File: config.mk
export PLATFORM = sky130hd
export DESIGN_NAME = nmcm_dist
export DESIGN_NICKNAME = d
export VERILOG_FILES = /design/src/nmcm_pkg.sv /design/src/nmcm_dist.sv
export SDC_FILE = /design/constraint.sdc
export NUM_CORES = 1
export LEC_CHECK = 0
export ABC_AREA = 0
export BUFFER_PORTS_ARGS = -buffer_cell sky130_fd_sc_hd__buf_2
export CAP_MARGIN = 20
export CORE_MARGIN = 2
export CORE_UTILIZATION = 51
export DETAILED_ROUTE_END_ITERATION = 12
export PLACE_DENSITY = 0.8
export SYNTH_ARGS = -nofsm -noshare
export SYNTH_HDL_FRONTEND = slang
export SYNTH_SLANG_ARGS = --single-unit
export TNS_END_PERCENT = 1
File: constraint.sdc
create_clock -name clk -period 3.7 [get_ports clk]
set_input_delay 0.37 -clock clk [delete_from_list [all_inputs] [get_ports clk]]
set_output_delay 0.37 -clock clk [all_outputs]
set_load 0.03 [all_outputs]
File: src/nmcm_pkg.sv
`timescale 1ns / 1ps
// ----------------------------------------------------------------------------
// Nearest mean colour match: shared package
// Types, function codes and fixed widths used across the block.
// ----------------------------------------------------------------------------
package nmcm_pkg;

	localparam int COLOR_W = 8;
	localparam int DIST_W  = 10;
	localparam int TOL_W   = 8;
	localparam int LIMIT_W = DIST_W + TOL_W;
	localparam int RND_W   = 16;
	localparam int MATCH_W = 10;
	localparam int GOOD_W  = 11;

	localparam logic [1:0] FUNC_APPEND = 2'd0;
	localparam logic [1:0] FUNC_QUERY  = 2'd1;
	localparam logic [1:0] FUNC_CLEAR  = 2'd2;

	localparam logic [TOL_W-1:0] TOL_RESET = 8'd16;

	typedef struct packed {
		logic [COLOR_W-1:0] red;
		logic [COLOR_W-1:0] green;
		logic [COLOR_W-1:0] blue;
	} color_t;

	typedef enum logic [2:0] {
		ST_IDLE,
		ST_MIN,
		ST_LIMIT,
		ST_COUNT,
		ST_RANK,
		ST_PICK,
		ST_DONE
	} state_t;

endpackage

File: src/nmcm_dist.sv
`timescale 1ns / 1ps
// ----------------------------------------------------------------------------
// Nearest mean colour match: distance stage
// Registered L1 distance between a palette entry and the query colour.
// ----------------------------------------------------------------------------
module nmcm_dist (
	input  logic                          clk,
	input  nmcm_pkg::color_t              entry,
	input  nmcm_pkg::color_t              query,
	output logic [nmcm_pkg::DIST_W-1:0]   dist_s2
);

	logic [nmcm_pkg::COLOR_W-1:0] diff_b;
	logic [nmcm_pkg::COLOR_W-1:0] diff_g;
	logic [nmcm_pkg::COLOR_W-1:0] diff_r;

	assign diff_b = (entry.blue > query.blue) ? entry.blue - query.blue
		: query.blue - entry.blue;
	assign diff_g = (entry.green > query.green) ? entry.green - query.green
		: query.green - entry.green;
	assign diff_r = (entry.red > query.red) ? entry.red - query.red
		: query.red - entry.red;

	always_ff @(posedge clk) begin
		dist_s2 <= nmcm_pkg::DIST_W'(diff_b) + nmcm_pkg::DIST_W'(diff_g)
			+ nmcm_pkg::DIST_W'(diff_r);
	end

endmodule

Word level (Yosys, flattened, before mapping)
Cells that the tools add are included.

operators by class
  $add $sub $neg = 8
  $lt $le $gt $ge = 3
  mux-type cells = 3

operators by type and width
  kind                                     number
  8-bit subtractor                         6
  8-bit > comparator                       3
  8-bit 2-to-1 mux                         3
  9-bit by 8-bit adder with 10-bit output  1
  8-bit by 8-bit adder with 9-bit output   1

storage, ports and cells
  bits in registers = 10
  input bits = 49
  output and inout bits = 10
  logic and storage cells = 15

Longest topological paths before layout
Gate-level depths: netlist of run 1.

  depth after elaboration = 4
  depth in mapped cells = 19
  mapped depth without buffers = 18

Worst setup path before layout of run 1
OpenSTA, ideal clock, no wires.

  kind = input to register
  start = input entry[8] (netlist bit)
  end = register dist_s2[9] (netlist bit)
  setup time = 0.115 ns
  arrival = 3.844 ns
  data required time = 3.585 ns
  path slack = -0.259 ns
  stages = 17
  buffers on the path = 0
  cell sequence = inv_1 ha_1 inv_1 fa_1 a211oi_1 nor3_1 o21ai_2 mux2i_1 xor2_1 fa_1 inv_1 ha_1 nor2b_1 o21ai_0 a21boi_0 o31a_1 o21ba_2

on the way
  longest elaborated chain between the ends = 4
  elaborated cells between the ends (all ways) = 6
  classes of those cells = add/sub (4); order compare (1); mux (1)

RTL lines
  item                                         line             text
  start, declared                              nmcm_dist.sv:8   input nmcm_pkg::color_t entry,
  8-bit subtractor (tied with other cells)     nmcm_dist.sv:20  : query.green - entry.green;
  8-bit 2-to-1 mux (*)                         nmcm_dist.sv:19  assign diff_g = (entry.green > query.green) ? entry.green - query.green
  8-bit by 8-bit adder with 9-bit output (*)   nmcm_dist.sv:25  dist_s2 <= nmcm_pkg::DIST_W'(diff_b) + nmcm_pkg::DIST_W'(diff_g)
  9-bit by 8-bit adder with 10-bit output (*)  nmcm_dist.sv:26  + nmcm_pkg::DIST_W'(diff_r);
  end signal, assigned                         nmcm_dist.sv:25
  end, declared                                nmcm_dist.sv:10  output logic [nmcm_pkg::DIST_W-1:0] dist_s2

Mark *: on every way between the ends. The rest lies on a longest branch, timed or not.

Final worst setup path of run 1
  start = input entry[3] (netlist bit)
  end = register dist_s2[9] (netlist bit)

on the way
  longest elaborated chain between the ends = 4
  elaborated cells between the ends (all ways) = 6
  classes of those cells = add/sub (4); order compare (1); mux (1)

RTL lines
  item                                         line             text
  8-bit subtractor (tied with other cells)     nmcm_dist.sv:18  : query.blue - entry.blue;
  8-bit 2-to-1 mux (*)                         nmcm_dist.sv:17  assign diff_b = (entry.blue > query.blue) ? entry.blue - query.blue
  8-bit by 8-bit adder with 9-bit output (*)   nmcm_dist.sv:25
  9-bit by 8-bit adder with 10-bit output (*)  nmcm_dist.sv:26

Marks and branches as above.

==> impl_metrics.yaml, run 1 <==
clock_tree:
  clock_path_buffers: 2
  cts_made_buffers: 3
  cts_tree: "built"
  htreeDepth: 1
  root_buffer: "clkbuf_8"
  clk_pin_slew_ns: 0.04
  cts_sinks: 10
power:
  seqPwrFrac_pct: 10.1
  pwr-share-comb_pct: 84.2
  intPower_w: 0.00100
  max-vdd-ir-drop_mv: 0.532
  power_switching_share_pct: 45.7
  power.density_mw_per_mm2: 497
  netSwitchingPower_w: 0.000843
  power.leakage_nw: 2.01
  pwr-share-clk_pct: 5.6
  power_w: 0.00184
detailed_routing:
  drt_iter0_markers: 164
  wl_per_cell_um: 14.1
  dr.pass1.iters: 5
  ant_nets: 0
  via_count: 2801
  drt-total-wl_um: 7240
  route.detailed.drc: 0
  vias_per_cell: 5.46
floorplanning:
  initial_core_util_pct: 52.9
  core_area_mm2: 0.00514
  die_area_mm2: 0.00593
  placementRows: 26
  die_h_um: 77.0
  die_x_um: 77.0
  pin_count: 59
synth:
  ys_ff_latch: 10
  syn_area_mm2: 0.00272
  yosysWarnings: 0
  postSynthCellCount: 336
  syn_avg_cell_area_um2: 8.10
  synth.distinct_cells: 43
  synth_nets: 452
  yosysSeqAreaShare_pct: 7.36
global_route:
  grt_pass1_wl_um: 11000
  antenna_found_initial: 0
  grt_pass1_vias: 2653
  gr-total-overflow: 0
  track_usage_pct: 21.9
  grt_max_degree: 9
critical_path:
  worstPathArrival_ns: 3.82
  required_ns: 3.82
  end_kind: "register"
  cp-startpoint: "entry[3]"
  path_class: "input pin to register"
  cp-start-kind: "input pin"
  path_max_fanout: 6
min_path:
  hold_path_class: "input pin to register"
  hold_path.startpoint: "query[0]"
timing:
  grt_setup_unrepaired: "true"
  hold_viol_final: 0
  slew_headroom_pct: 65.4
  setup_viol: 0
  tightestPinTransition_ns: 0.514
  fmax_mhz: 270
  maxSlewViolCount: 0
  setup_tns_ns: 0
  fin_crit_ns: 3.70
  post-route-period-util_pct: 100
cells_and_area:
  nets: 561
  drive_gt1_share_pct: 37.7
  fin_area_mm2: 0.00371
  final_cells: 513
  nFillCells: 398
  top_regs: "dist_s2 (10)"
  top_register: "dist_s2"
  diodes: 0
  largest_reg_flops: 10
  syn_to_final_growth_pct: 36.5
outcome:
  status: "completed"
placed_design:
  dpl_cell_area_mm2: 0.00342
  portBuffers: 58
  dp.cells: 500
  place_hpwl_um: 5640
  routabilityCongestion: 0.899
flow_run:
  maxCapViolCount: 0
## per-stage QoR
stage / utilization [%] / hold slack, ns / setup WS [ns]
CTS: 68.7 / 0.745 / -0.00213
global route: 72.2 / 0.749 / -0.131
finish: 72.2 / 0.740 / 0.00118
detailed placement: 66.5 / 0.804 / -0.283
floorplan: - / 0.743 / 0.0106
global placement: 66.5 / 0.804 / -0.0920
## cell usage in the layout, fill, tap and decap left out, types with 4 or more instances in the layout
master	n
fa_1	11
mux2i_2	6
o21ai_0	9
ha_1	47
buf_4	57
a21oi_1	21
fa_2	4
a21o_1	15
xor2_1	7
nand2_1	17
inv_1	65
a31oi_1	8
mux2i_1	10
buf_2	56
a211oi_1	6
nand3_1	8
nor2_1	8
dfxtp_1	10
ha_4	4
xnor2_1	11
## final timing paths
| kind | end | slack, ns | cells after the start |
|---|---|---|---|
| hold / removal | dist_s2[0] | 0.74 | 4 |
| setup / recovery | dist_s2[9] | 0.001 | 16 |
## cells in the mapped netlist, drive strengths merged
master   n  area share [%]
o31a     2            0.64
xnor2   11             3.5
dfxtp   10             7.4
o221a    2            0.83
mux2i   18             6.6
o21bai   1            0.28
buf      5             1.7
a211oi   8             2.2
a31oi    8             1.8
fa      15              11
mux2     3             1.2
o41ai    1             1.0
a311oi   2            0.64
nor2b    3            0.78
nand3b   3            0.83
o221ai   1            0.32
o21ai   12             2.3
nand2   17             2.3
nor2     8             1.1
a21o    15             4.1
nor3     2            0.37
inv     70             9.7
a221oi   2            0.64
and4     3            0.97
and3     1            0.23
o21ba    1            0.37
a21oi   25             5.2
o22ai    1            0.23
xor2     8             2.6
o22a     1            0.37
o21a     2            0.55
or3      1            0.23
nand3   10             1.8
nand4    3            0.69
clkbuf   8             1.1
ha      52              24
a21boi   1            0.28
## timing repair
item	CTS	global route
pin swaps	15	29
hold buffers	0	0
setup endpoints to repair	3	4
buffers inserted	3	7
resized for setup	13	30
hold endpoints to repair	0	0
## worst max-delay path, cell delays in order
cell,delay [ns]
buf_2,0.10
inv_1,0.04
ha_1,0.37
a21oi_1,0.29
a21oi_2,0.12
o31a_1,0.42
mux2i_1,0.26
xor2_1,0.26
fa_1,0.44
inv_2,0.08
ha_4,0.19
nor2b_2,0.15
o21ai_2,0.16
a21boi_2,0.09
o31a_1,0.27
o21ba_2,0.20
## power by group through the flow
stage	clock network, W	logic, W	registers, W
global placement	0	0.00127	0.000187
detailed placement	0	0.00132	0.000189
CTS	0.000107	0.00138	0.000188
floorplan	0	0.000796	0.000299
finish	0.000104	0.00155	0.000187
global route	0.000113	0.00170	0.000193
## layout make-up
class | instances | area, um2 | area share [%]
clock buffer | 3 | 41.3 | 1.11
tap | 70 | 87.6 | 2.36
inverter | 70 | 268 | 7.21
multi-input combinational | 243 | 2360 | 63.5
timing repair buffer | 117 | 757 | 20.4
sequential | 10 | 200 | 5.39
## routing by layer
layer  wire length, um  vias to the layer above  GRT usage, %  share of wire [%]
met5                 0                        -             0                  0
met4               227                        0          6.61                3.1
met3               302                       28          1.76                4.2
met2              3570                      116          38.5                 49
met1              3140                     1306          28.4                 43
li1                  -                     1351             -                  -
## cells by family (layout without fill, tap and decap cells)
| logic type | after synthesis | after routing | share of synthesized area, % |
|---|---|---|---|
| buf+inv | 83 | 190 | 12.5 |
| flops | 10 | 10 | 7.36 |
| simple gates | 51 | 51 | 9.38 |
| xor+xnor | 19 | 19 | 6.12 |
| mux | 21 | 21 | 7.87 |
| compound gates | 85 | 85 | 21.9 |
| fa+ha+maj | 67 | 67 | 35.0 |
(Power assumes the default switching activity.)
==> run 2, diff against run 1 <==
--- a/config.mk
+++ b/config.mk
@@ -11,6 +11,7 @@
 export CORE_MARGIN = 2
 export CORE_UTILIZATION = 51
 export DETAILED_ROUTE_END_ITERATION = 12
+export GPL_TIMING_DRIVEN = 0
 export PLACE_DENSITY = 0.8
 export SYNTH_ARGS = -nofsm -noshare
 export SYNTH_HDL_FRONTEND = slang
==> impl_metrics.yaml, run 2 (same netlist as run 1, synthesis figures left out) <==
cells_and_area:
  nets: 522
  fin_area_mm2: 0.00353
  syn_to_final_growth_pct: 29.8
  final_cell_mix: "inv_1, buf_2, ha_1"
  top_register: "dist_s2"
  nFillCells: 430
  diodes: 0
  largest_reg_flops: 10
  top_regs: "dist_s2 (10)"
  final_core_util_pct: 68.7
  drive_gt1_share_pct: 33.1
  mostFrequentLayoutCell: "inv_1"
detailed_routing:
  via_count: 2568
  ant_nets: 0
  route.detailed.drc: 0
  wl_per_cell_um: 13.5
  drt_iter0_markers: 99
  dr.pass1.iters: 4
  vias_per_cell: 5.41
  drt-total-wl_um: 6410
placed_design:
  pre_cts_ws_ns: -0.546
  routabilityCongestion: 0.862
  dpl_cell_area_mm2: 0.00313
  place_hpwl_um: 4890
  portBuffers: 58
power:
  max-vdd-ir-drop_mv: 0.399
  power.density_mw_per_mm2: 488
  power.leakage_nw: 1.85
clock_tree:
  cts-hold-fix-buffers: 0
  cts_tree: "built"
  root_buffer: "clkbuf_8"
  clock_path_buffers: 2
  cts_made_buffers: 3
  cts_sinks: 10
  htreeDepth: 1
  clk_pin_slew_ns: 0.05
timing:
  post-route-period-util_pct: 100
  maxSlewViolCount: 0
  fin_ws_ns: -0.0142
  setup_viol: 1
  slew_headroom_pct: 67.3
  grt_setup_unrepaired: "true"
  fmax_mhz: 269
  tightestPinTransition_ns: 0.485
  fin_crit_ns: 3.71
  hold_viol_final: 0
min_path:
  worstHoldPathCells: 5
  hold_path_class: "input pin to register"
floorplanning:
  core_area_mm2: 0.00514
  die_h_um: 77.0
  die_x_um: 77.0
  pin_count: 59
  initial_core_util_pct: 52.9
  placementRows: 26
  die_area_mm2: 0.00593
critical_path:
  path_delay_family: "adder cells"
  slowest_delay_ns: 0.49
  cp-start-kind: "input pin"
  cp_num_cells: 19
  worstPathArrival_ns: 3.84
  cp-startpoint: "entry[16]"
  cp_slowest_cell: "fa_1"
  path_class: "input pin to register"
  critPathBufInv: 5
  path_max_fanout: 5
  end_kind: "register"
  required_ns: 3.83
  crit_path_end: "dist_s2[9]"
  crit_chain: "buf_8 -> inv_4 -> ha_4 -> inv_4 -> fa_2 -> nand3_2 -> a21oi_2 -> o41ai_4 -> buf_6 -> mux2i_2 -> xor2_1 -> fa_1 -> inv_2 -> ha_4 -> nor2b_4 -> o21ai_2 -> a21boi_2 -> o31a_1 -> o21ba_2"
outcome:
  status: "finished, violations left"
  violations: "negative setup slack"
global_route:
  track_usage_pct: 19.3
  antenna_found_initial: 0
  grt_pass1_vias: 2298
  grt_pass1_wl_um: 9650
  grt_max_degree: 11
  gr-total-overflow: 0
flow_run:
  maxCapViolCount: 0
run 2: area by class of cell:
class	count	area, um2	area share, %
Buffer	6	56.3	1.60
Sequential cell	10	200	5.67
Inverter	70	268	7.59
Tap cell	70	87.6	2.48
Clock buffer	4	55.1	1.56
Multi-Input combinational cell	243	2440	69.1
Timing Repair Buffer	72	425	12.1
run 2: per-stage QoR:
step / power, W / hold WS (ns) / instances / setup TNS [ns]
6_report: 0.00172 / 0.721 / 475 / -0.0142
5_1_grt: 0.00189 / 0.741 / 475 / -0.234
4_1_cts: 0.00151 / 0.741 / 470 / -0.0344
3_5_place_dp: 0.00133 / 0.804 / 464 / -2.50
3_3_place_gp: 0.00130 / 0.804 / 464 / -2.09
2_1_floorplan: 0.00110 / 0.743 / 336 / 0
run 2: worst min path at each step:
stage / from / to / slack [ns]
final: entry[8] / dist_s2[0] / 0.72
after global routing: entry[16] / dist_s2[0] / 0.74
after CTS: query[8] / dist_s2[0] / 0.74
after detailed placement: dist_s2[1] / dist_s2[1] / 0.80
after global placement: dist_s2[1] / dist_s2[1] / 0.80
after floorplan: dist_s2[0] / dist_s2[0] / 0.74
run 2: tightest hold or removal path, cell delays in order:
cell   delay, ns
buf_6       0.07
inv_2       0.03
ha_4        0.20
inv_1       0.08
fa_1        0.17
run 2: repair_timing:
item,CTS,global route
setup buffers,6,8
gates resized for setup,8,51
hold endpoints to repair,0,0
cloned,0,0
endpoints found under the setup margin,5,5
pin swaps,9,28
run 2: where the power goes:
part / switching [W] / internal, W
Combinational: 0.000746 / 0.000657
Sequential: 0.00000878 / 0.000175
Clock: 0.0000421 / 0.0000934
run 2: per-layer routing:
metal | up-vias | GRT usage (%) | part of all wire, %
met5 | - | 0 | 0
met4 | 0 | 4.82 | 1.1
met3 | 7 | 1.06 | 3.8
met2 | 63 | 35.8 | 53
met1 | 1221 | 24.5 | 42
li1 | 1277 | - | -
